--- config.mk ---
export PLATFORM = sky130hd
export DESIGN_NAME = regex_unicode_escape_rewriter_flat
export DESIGN_NICKNAME = d
export VERILOG_FILES = /design/src/hdl/ruer_pkg.sv /design/src/hdl/ruer_req_if.sv /design/src/hdl/ruer_rsp_if.sv /design/src/hdl/ruer_decode.sv /design/src/hdl/ruer_serializer.sv /design/src/hdl/regex_unicode_escape_rewriter.sv /design/src/flat_wrapper.sv
export SDC_FILE = /design/constraint.sdc
export NUM_CORES = 1
export LEC_CHECK = 0
export BUFFER_PORTS_ARGS = -buffer_cell sky130_fd_sc_hd__buf_2
export CAP_MARGIN = 20
export CORE_MARGIN = 2
export CORE_UTILIZATION = 45
export DETAILED_ROUTE_END_ITERATION = 7
export PLACE_DENSITY = 0.74
export RECOVER_POWER = 50
export SETUP_SLACK_MARGIN = 0.1
export SLEW_MARGIN = 20
export SYNTH_ARGS = -nofsm -noshare
export SYNTH_HDL_FRONTEND = slang
export SYNTH_SLANG_ARGS = --single-unit
--- constraint.sdc ---
create_clock -name clock -period 10.1 [get_ports clock]
set_clock_uncertainty 0.1 [all_clocks]
set_input_delay 1.01 -clock clock [delete_from_list [all_inputs] [get_ports clock]]
set_output_delay 1.01 -clock clock [all_outputs]
set_load 0.005 [all_outputs]
--- src/hdl/ruer_pkg.sv ---
// Shared types, constants and helper functions of the unicode escape rewriter.
// No dependencies.
`default_nettype none

package ruer_pkg;

   localparam int CharW     = 16;
   localparam int DigitW    = 7;
   localparam int BufDepth  = 3;
   localparam int BufIdxW   = $clog2(BufDepth);
   localparam int RunDepth  = 8;
   localparam int RunIdxW   = $clog2(RunDepth);
   localparam int RunCntW   = $clog2(RunDepth + 1);

   localparam logic [CharW-1:0] CharBackslash = 16'h005C;
   localparam logic [CharW-1:0] CharLowerU    = 16'h0075;
   localparam logic [CharW-1:0] CharNul       = 16'h0000;

   // Text that stands for a NUL: backslash, x, 0, 0
   localparam logic [3:0][CharW-1:0] NulText = {16'h0030, 16'h0030, 16'h0078, 16'h005C};

   typedef struct packed {
      logic              escape_pending;
      logic              in_unicode_escape;
      logic [2:0]        hex_count;
      logic [CharW-1:0]  hex_accum;
   } state_type;

   typedef struct packed {
      logic               en;
      logic [BufIdxW-1:0] idx;
      logic [DigitW-1:0]  data;
   } buf_wr_type;

   typedef struct packed {
      logic [RunDepth-1:0][CharW-1:0] chars;
      logic [RunCntW-1:0]             count;
      logic                           pattern_end;
   } run_type;

   // {valid, value} of a hex digit character
   function automatic logic [4:0] hex_value(input logic [CharW-1:0] c);
      logic [4:0] r;
      r = 5'd0;
      if (c >= 16'h0030 && c <= 16'h0039) begin
         r = {1'b1, c[3:0]};
      end else if ((c >= 16'h0061 && c <= 16'h0066) || (c >= 16'h0041 && c <= 16'h0046)) begin
         r = {1'b1, 4'(c[3:0] + 4'd9)};
      end
      return r;
   endfunction

   function automatic logic is_meta(input logic [CharW-1:0] c);
      logic r;
      unique case (c)
         16'h005E, 16'h0024, 16'h005C, 16'h002E, 16'h002A, 16'h002B, 16'h003F,
         16'h0028, 16'h0029, 16'h007B, 16'h007D, 16'h005B, 16'h005D, 16'h007C: begin
            r = 1'b1;
         end
         default: begin
            r = 1'b0;
         end
      endcase
      return r;
   endfunction

endpackage

`default_nettype wire

--- src/hdl/ruer_req_if.sv ---
// Request channel of the unicode escape rewriter: one pattern code unit.
// Depends on ruer_pkg.
`default_nettype none

interface ruer_req_if;
   logic                       valid;
   logic                       ready;
   logic [ruer_pkg::CharW-1:0] in_char;
   logic                       pattern_end;

   modport source (output valid, output in_char, output pattern_end, input ready);
   modport sink   (input valid, input in_char, input pattern_end, output ready);
endinterface

`default_nettype wire

--- src/hdl/ruer_rsp_if.sv ---
// Result channel of the unicode escape rewriter: one rewritten code unit.
// Depends on ruer_pkg.
`default_nettype none

interface ruer_rsp_if;
   logic                       valid;
   logic                       ready;
   logic [ruer_pkg::CharW-1:0] out_char;
   logic                       run_last;
   logic                       out_pattern_end;

   modport source (output valid, output out_char, output run_last, output out_pattern_end,
                   input ready);
   modport sink   (input valid, input out_char, input run_last, input out_pattern_end,
                   output ready);
endinterface

`default_nettype wire

--- src/hdl/ruer_decode.sv ---
// Per-character decode: from the current state, the digit buffer and one request,
// builds the run of result characters, the next state and the digit buffer write.
// Depends on ruer_pkg.
`default_nettype none

module ruer_decode #(
   parameter int MAX_HEX_DIGITS = 4
) (
   input  wire ruer_pkg::state_type                                    state,
   input  wire logic [ruer_pkg::BufDepth-1:0][ruer_pkg::DigitW-1:0]    digit_buf,
   input  wire logic [ruer_pkg::CharW-1:0]                             in_char,
   input  wire logic                                                   pattern_end,
   output ruer_pkg::state_type                                         next_state,
   output ruer_pkg::buf_wr_type                                        buf_wr,
   output ruer_pkg::run_type                                           run
);

   function automatic ruer_pkg::run_type push(input ruer_pkg::run_type r,
                                              input logic [ruer_pkg::CharW-1:0] ch);
      ruer_pkg::run_type o;
      o = r;
      if (r.count < ruer_pkg::RunCntW'(ruer_pkg::RunDepth)) begin
         o.chars[r.count[ruer_pkg::RunIdxW-1:0]] = ch;
         o.count = r.count + 1'b1;
      end
      return o;
   endfunction

   function automatic ruer_pkg::run_type push_nul(input ruer_pkg::run_type r);
      ruer_pkg::run_type o;
      o = r;
      for (int k = 0; k < 4; k++) begin
         o = push(o, ruer_pkg::NulText[k]);
      end
      return o;
   endfunction

   // 'u' then the buffered digits of a short run
   function automatic ruer_pkg::run_type push_flush(
         input ruer_pkg::run_type r, input logic [2:0] cnt,
         input logic [ruer_pkg::BufDepth-1:0][ruer_pkg::DigitW-1:0] bv);
      ruer_pkg::run_type o;
      o = push(r, ruer_pkg::CharLowerU);
      for (int k = 0; k < ruer_pkg::BufDepth; k++) begin
         if (3'(k) < cnt) begin
            o = push(o, ruer_pkg::CharW'(bv[k]));
         end
      end
      return o;
   endfunction

   ruer_pkg::run_type   r;
   ruer_pkg::state_type s;
   ruer_pkg::buf_wr_type wr;
   logic [ruer_pkg::BufDepth-1:0][ruer_pkg::DigitW-1:0] bv;
   logic [4:0]              hv;
   logic [ruer_pkg::CharW-1:0] decoded;
   logic                    do_plain;

   always_comb begin
      r        = '0;
      s        = state;
      wr       = '0;
      hv       = ruer_pkg::hex_value(in_char);
      decoded  = {state.hex_accum[ruer_pkg::CharW-5:0], hv[3:0]};
      do_plain = 1'b0;

      if (state.in_unicode_escape) begin
         if (hv[4]) begin
            if ((4'(state.hex_count) + 4'd1) >= 4'(MAX_HEX_DIGITS)) begin
               // full escape: emit the decoded character, NUL as text, a metacharacter behind a backslash
               s.in_unicode_escape = 1'b0;
               s.hex_count         = 3'd0;
               s.hex_accum         = '0;
               if (decoded == ruer_pkg::CharNul) begin
                  r = push_nul(r);
               end else begin
                  if (ruer_pkg::is_meta(decoded)) begin
                     r = push(r, ruer_pkg::CharBackslash);
                  end
                  r = push(r, decoded);
               end
            end else begin
               // collect one more digit
               if (state.hex_count < 3'(ruer_pkg::BufDepth)) begin
                  wr.en   = 1'b1;
                  wr.idx  = state.hex_count[ruer_pkg::BufIdxW-1:0];
                  wr.data = in_char[ruer_pkg::DigitW-1:0];
               end
               s.hex_count = state.hex_count + 3'd1;
               s.hex_accum = decoded;
            end
         end else begin
            // short run ended by a non-hex character
            r = push_flush(r, state.hex_count, digit_buf);
            s.in_unicode_escape = 1'b0;
            s.hex_count         = 3'd0;
            s.hex_accum         = '0;
            do_plain            = 1'b1;
         end
      end else if (state.escape_pending) begin
         s.escape_pending = 1'b0;
         if (in_char == ruer_pkg::CharLowerU) begin
            s.in_unicode_escape = 1'b1;
            s.hex_count         = 3'd0;
            s.hex_accum         = '0;
         end else begin
            r = push(r, ruer_pkg::CharBackslash);
            r = push(r, in_char);
         end
      end else begin
         do_plain = 1'b1;
      end

      // ordinary character handling
      if (do_plain) begin
         if (in_char == ruer_pkg::CharBackslash) begin
            s.escape_pending = 1'b1;
         end else if (in_char == ruer_pkg::CharNul) begin
            r = push_nul(r);
         end else begin
            r = push(r, in_char);
         end
      end

      // buffer as it stands after this request's write
      bv = digit_buf;
      if (wr.en) begin
         bv[wr.idx] = wr.data;
      end

      // pattern end: flush what is open and return to idle
      if (pattern_end) begin
         if (s.in_unicode_escape) begin
            r = push_flush(r, s.hex_count, bv);
         end
         if (s.escape_pending) begin
            r = push(r, ruer_pkg::CharBackslash);
         end
         s = '0;
      end
      r.pattern_end = pattern_end;
   end

   assign next_state = s;
   assign buf_wr     = wr;
   assign run        = r;

endmodule

`default_nettype wire

--- src/hdl/ruer_serializer.sv ---
// Result register: holds one run of up to eight characters and shifts them out
// one per cycle while rsp_chan is ready. Depends on ruer_pkg and ruer_rsp_if.
`default_nettype none

module ruer_serializer (
   input  wire logic              clock,
   input  wire logic              reset,
   input  wire logic              load,
   input  wire ruer_pkg::run_type run,
   output logic                   load_ready,
   ruer_rsp_if.source             rsp_chan
);

   logic [ruer_pkg::RunDepth-1:0][ruer_pkg::CharW-1:0] chars_ff, chars_in;
   logic [ruer_pkg::RunCntW-1:0] remain_ff, remain_in;
   logic                         end_ff, end_in;
   logic                         take;
   logic                         on_last;

   assign on_last = (remain_ff == ruer_pkg::RunCntW'(1));
   assign take    = rsp_chan.valid && rsp_chan.ready;

   // a new run may load when empty or when the last character leaves now
   assign load_ready = (remain_ff == '0) || (on_last && rsp_chan.ready);

   // next run contents
   always_comb begin
      chars_in  = chars_ff;
      remain_in = remain_ff;
      end_in    = end_ff;
      if (load) begin
         chars_in  = run.chars;
         remain_in = run.count;
         end_in    = run.pattern_end;
      end else if (take) begin
         chars_in  = chars_ff >> ruer_pkg::CharW;
         remain_in = remain_ff - 1'b1;
      end
   end

   always_ff @(posedge clock) begin
      if (reset) begin
         remain_ff <= '0;
      end else begin
         remain_ff <= remain_in;
      end
   end

   always_ff @(posedge clock) begin
      chars_ff <= chars_in;
      end_ff   <= end_in;
   end

   // result channel
   assign rsp_chan.valid           = (remain_ff != '0);
   assign rsp_chan.out_char        = chars_ff[0];
   assign rsp_chan.run_last        = on_last;
   assign rsp_chan.out_pattern_end = end_ff && on_last;

endmodule

`default_nettype wire

--- src/hdl/regex_unicode_escape_rewriter.sv ---
// Top level of the unicode escape rewriter: escape state, digit buffer, decode
// and the result serializer. Depends on ruer_pkg, ruer_req_if, ruer_rsp_if,
// ruer_decode and ruer_serializer.
//
//   channel   | direction | payload                               | accepted when
//   ----------+-----------+---------------------------------------+-----------------
//   req_chan  | in        | in_char[15:0], pattern_end            | valid && ready
//   rsp_chan  | out       | out_char[15:0], run_last,             | valid && ready
//             |           | out_pattern_end                       |
//
// A request is decoded in the cycle it is taken and its run of 0 to 8 results
// is shown from the next cycle on, one result per cycle while rsp_chan is ready.
// A request's results hold the result port until the last of them leaves; the next
// request is taken in the cycle the last of them leaves, so with one result per
// request and rsp_chan ready the rate is one per cycle.
// Synchronous active-high reset clears the escape state and empties the run.
// A stall on rsp_chan holds the current result and, once the run is down to
// its last result, stops req_chan too.
`default_nettype none

module regex_unicode_escape_rewriter #(
   parameter int MAX_HEX_DIGITS = 4
) (
   input  wire logic  clock,
   input  wire logic  reset,
   ruer_req_if.sink   req_chan,
   ruer_rsp_if.source rsp_chan
);

   ruer_pkg::state_type  state_ff, state_in;
   ruer_pkg::buf_wr_type buf_wr;
   ruer_pkg::run_type    run;
   logic [ruer_pkg::BufDepth-1:0][ruer_pkg::DigitW-1:0] digit_buf_ff;
   logic                 load_ready;
   logic                 accept;

   assign req_chan.ready = load_ready;
   assign accept         = req_chan.valid && load_ready;

   // decode of the incoming character
   ruer_decode #(
      .MAX_HEX_DIGITS (MAX_HEX_DIGITS)
   ) u_decode (
      .state       (state_ff),
      .digit_buf   (digit_buf_ff),
      .in_char     (req_chan.in_char),
      .pattern_end (req_chan.pattern_end),
      .next_state  (state_in),
      .buf_wr      (buf_wr),
      .run         (run)
   );

   // escape state
   always_ff @(posedge clock) begin
      if (reset) begin
         state_ff <= '0;
      end else if (accept) begin
         state_ff <= state_in;
      end
   end

   // buffered digit characters of an open escape
   always_ff @(posedge clock) begin
      if (accept && buf_wr.en) begin
         digit_buf_ff[buf_wr.idx] <= buf_wr.data;
      end
   end

   // result register and output sequencing
   ruer_serializer u_serializer (
      .clock      (clock),
      .reset      (reset),
      .load       (accept),
      .run        (run),
      .load_ready (load_ready),
      .rsp_chan   (rsp_chan)
   );

endmodule

`default_nettype wire

--- src/flat_wrapper.sv ---
// flat-port wrapper written by rule: the top's interface ports become plain ports
module regex_unicode_escape_rewriter_flat 
#(
   parameter int MAX_HEX_DIGITS = 4
)
  (clock, reset, req_chan_valid, req_chan_in_char, req_chan_pattern_end, req_chan_ready, rsp_chan_valid, rsp_chan_out_char, rsp_chan_run_last, rsp_chan_out_pattern_end, rsp_chan_ready);
  ruer_req_if req_chan_i ();
  ruer_rsp_if rsp_chan_i ();
  input  wire logic clock;
  input  wire logic reset;
  input wire logic [$bits(req_chan_i.valid)-1:0] req_chan_valid;
  input wire logic [$bits(req_chan_i.in_char)-1:0] req_chan_in_char;
  input wire logic [$bits(req_chan_i.pattern_end)-1:0] req_chan_pattern_end;
  output wire logic [$bits(req_chan_i.ready)-1:0] req_chan_ready;
  output wire logic [$bits(rsp_chan_i.valid)-1:0] rsp_chan_valid;
  output wire logic [$bits(rsp_chan_i.out_char)-1:0] rsp_chan_out_char;
  output wire logic [$bits(rsp_chan_i.run_last)-1:0] rsp_chan_run_last;
  output wire logic [$bits(rsp_chan_i.out_pattern_end)-1:0] rsp_chan_out_pattern_end;
  input wire logic [$bits(rsp_chan_i.ready)-1:0] rsp_chan_ready;
  assign req_chan_i.valid = req_chan_valid;
  assign req_chan_i.in_char = req_chan_in_char;
  assign req_chan_i.pattern_end = req_chan_pattern_end;
  assign req_chan_ready = req_chan_i.ready;
  assign rsp_chan_valid = rsp_chan_i.valid;
  assign rsp_chan_out_char = rsp_chan_i.out_char;
  assign rsp_chan_run_last = rsp_chan_i.run_last;
  assign rsp_chan_out_pattern_end = rsp_chan_i.out_pattern_end;
  assign rsp_chan_i.ready = rsp_chan_ready;
  regex_unicode_escape_rewriter #(.MAX_HEX_DIGITS(MAX_HEX_DIGITS)) u_core (.clock(clock), .reset(reset), .req_chan(req_chan_i), .rsp_chan(rsp_chan_i));
endmodule
==> results.toml <==
[sta]
fmaxAchievable_ghz = 0.1053
hold_viol_final = 0
relSlewSlack = -1.964
finalSetupViolCount = 0
rsz0062_at_grt = "no"
worst_pin_slew_ps = 4446
finalCritPeriodShare = 0.9399
maxSlewViolCount = 161
post-route-min-period_ps = 9493
fin_setup_tns_ps = 0

[placed_design]
dpl.hpwl_um = 42510
io_buffers = 40
routabilityCongestion = 1.053

[global_routing]
use_met3 = 0.07819
grt_overflow = 0
track_usage = 0.3648
grt_max_degree = 83
grt_pass1_wl_um = 85220
grt_pass1_vias = 13280
grt-busiest-layer = "met2"
grt_util_met1 = 0.5118
antenna_found_initial = 2
use_met2 = 0.5276

[cells_and_area]
drive_gt1_frac = 0.1205
areaGrowthSynthToFinish_pct = 10.82
layout.nets = 1716
fill_cells = 2856
num_antenna_cells = 0

[drt]
viasPerCell = 7.022
vias = 14630
dr.first_iter.drc_count = 2329
firstDrtPassIters = 8
ant_nets = 0
routed_wirelength_um = 57930
wl_per_cell_um = 27.81
post-route-drc-count = 2

[setup_path]
r2r_start = "u_core.state_ff[1]"
worstSetupStartpointType = "input port"
crit_path_frequent_cell = "ha_1"
setup.worst_path.class = "input port to register"
crit_required_ps = 10260
reg2regPathDepth = 36
crit_path_end_kind = "register"
crit_arrival_ps = 9660
reg2reg_slack_ps = 1660
critPathMaxStageDelay_ps = 740
crit_slowest_cell = "or4_1"
crit_fanout = 7
reg2reg_to = "u_core.u_serializer.remain_ff[1]"

[clocking]
h-tree-depth = 4
ctsHoldBuffers = 0
cts-buffers-inserted = 17
cts_tree = "done"
cts_root_buf = "clkbuf_16"
clockBufferDepth = 2
insertion_delay_ps = 440
clock-sinks = 171
path_clk_slew_ps = 70

[synth]
synth.distinct_cells = 94
synth_top_area_frac = 0.3318
synth_most_common_cell = "nand2_1"
synth.avg_cell_area_um2 = 8.194
ys_top_cells_by_count = "212 x nand2_1, 178 x nor2_1, 150 x edfxtp_1"
synth.largest_area_cell = "edfxtp_1"
synthArstFlopShare = 0
yosys_warnings = 0
synth-edff-count = 150
ys.flop_type = "edfxtp_1"
ys_top_cells_by_area = "edfxtp_1 33%, nand2_1 5.9%, o21ai_0 5.2%"
synth-seq-cells = 171
syn_inst = 1657
synth_area_mm2 = 0.01358
ys_seq_area_frac = 0.3627

[floorplanning]
die_w_um = 177.7
die_area_mm2 = 0.03158
design.core.area_mm2 = 0.02964
row_count = 63
die_h_um = 177.7
io-pin-count = 41
start_util = 0.4581

[run]
cap_violations = 3

[pwr]
vdd_ir_drop_max_uv = 147.6
total_leakage_power_nw = 5.286
totalPowerFinal_mw = 2.726
power_density_mw_per_mm2 = 181.2

[run_status]
status = "finished with violations"
violations = "DRC, capacitance limit, slew limit"

[worst_hold_path]
min_to = "u_core.u_serializer.chars_ff[110]"
hp-class = "register to register"
holdPathStages = 1
hold_start = "u_core.u_serializer.chars_ff[126]"
per-stage QoR:
stage | hold WS, ps | instance area [um^2] | setup slack, ps | util | cells
after global placement | 391.1 | 14380 | 445.7 | 0.4853 | 2042
after detailed placement | 403.3 | 14390 | 228.1 | 0.4855 | 2042
after floorplan | 383.6 | 13670 | 100.0 | - | 1665
final | 419.1 | 15050 | 607.3 | 0.5076 | 2083
after CTS | 418.4 | 14970 | 645.1 | 0.5049 | 2074
after global routing | 434.8 | 15050 | 47.71 | 0.5076 | 2083
what timing repair did:
action,4_1_cts,5_1_grt
gates resized for setup,0,9
buffers inserted,0,9
endpoints found under the setup margin,0,58
final cells by class:
type,count,area (um^2),share of cell area
Inverter,43,165.2,0.01098
Sequential cell,171,4925,0.3273
Clock inverter,12,128.9,0.008566
Clock buffer,20,446.7,0.02969
Tap cell,390,488.0,0.03243
Timing Repair Buffer,129,848.3,0.05638
Multi-Input combinational cell,1318,8044,0.5346
layout by cell type (no fill, tap or decap), types with 18 or more instances in the layout:
cell / count
and2_1: 23
nor2_1: 177
a31oi_1: 32
buf_2: 20
o21ai_0: 138
inv_1: 37
o211ai_1: 36
o22ai_1: 21
buf_4: 86
a21oi_1: 107
o31ai_1: 21
nand3_1: 43
a221oi_1: 25
a22oi_1: 26
nand2_1: 211
dfxtp_1: 21
a211oi_1: 18
nor4_1: 22
clkbuf_1: 24
nor3_1: 44
edfxtp_1: 150
mux2i_1: 42
flip-flops by register name (all words and copies together), names as in the netlist:
register                               cells
u_core.u_serializer.chars_ff             112
u_core.u_serializer.remain_ff              4
u_core.u_serializer.rsp_chan.out_char     16
u_core.state_ff                           17
u_core.digit_buf_ff                       21
u_core.u_serializer.end_ff                 1
how the worst max path moves through the flow:
stage                              start                                 to  cells past startpoint
floorplan           req_chan_in_char[12]   u_core.u_serializer.remain_ff[1]                     44
global placement    req_chan_in_char[12]   u_core.u_serializer.remain_ff[1]                     36
detailed placement  req_chan_in_char[12]   u_core.u_serializer.remain_ff[1]                     37
CTS                 req_chan_in_char[12]   u_core.u_serializer.remain_ff[1]                     37
global route        req_chan_in_char[12]  u_core.u_serializer.chars_ff[101]                     34
finish              req_chan_in_char[12]   u_core.u_serializer.remain_ff[1]                     37
cell families (layout without fill, tap and decap cells):
kind of cell | after synthesis | after routing | share of synthesized area
AND/OR/NAND/NOR | 651 | 651 | 0.2323
AO/OA/AOI/OAI | 567 | 567 | 0.2792
buffers and inverters | 176 | 204 | 0.05511
flip-flops | 171 | 171 | 0.3627
multiplexers | 57 | 57 | 0.04322
XOR/XNOR | 19 | 19 | 0.01327
adder cells (fa/ha/maj) | 15 | 15 | 0.01382
other | 1 | 9 | 0.0002762
metal layers:
metal | vias to the layer above | share of wire | wire length, um
met5 | - | 0.00047 | 27
met1 | 6906 | 0.40 | 23210
met2 | 1168 | 0.41 | 23890
met3 | 229 | 0.13 | 7457
li1 | 6319 | - | -
met4 | 4 | 0.058 | 3334
worst max-delay path, delay by kind of cell:
| family | cells | cell delay (ps) |
|---|---|---|
| buffers and inverters | 3 | 320 |
| muxes | 1 | 300 |
| adders and majority gates | 6 | 1850 |
| xor gates and xnor gates | 1 | 180 |
| AOI/OAI and AO/OA | 18 | 3620 |
| and+or+nand+nor | 8 | 2360 |
where the power goes:
part | internal, mW | leakage, nW | total (mW) | switching, mW
clock network | 0.354 | 0.276 | 0.670 | 0.316
registers | 1.20 | 1.59 | 1.29 | 0.0869
logic | 0.228 | 3.42 | 0.769 | 0.540
(Power assumes the default switching activity.)
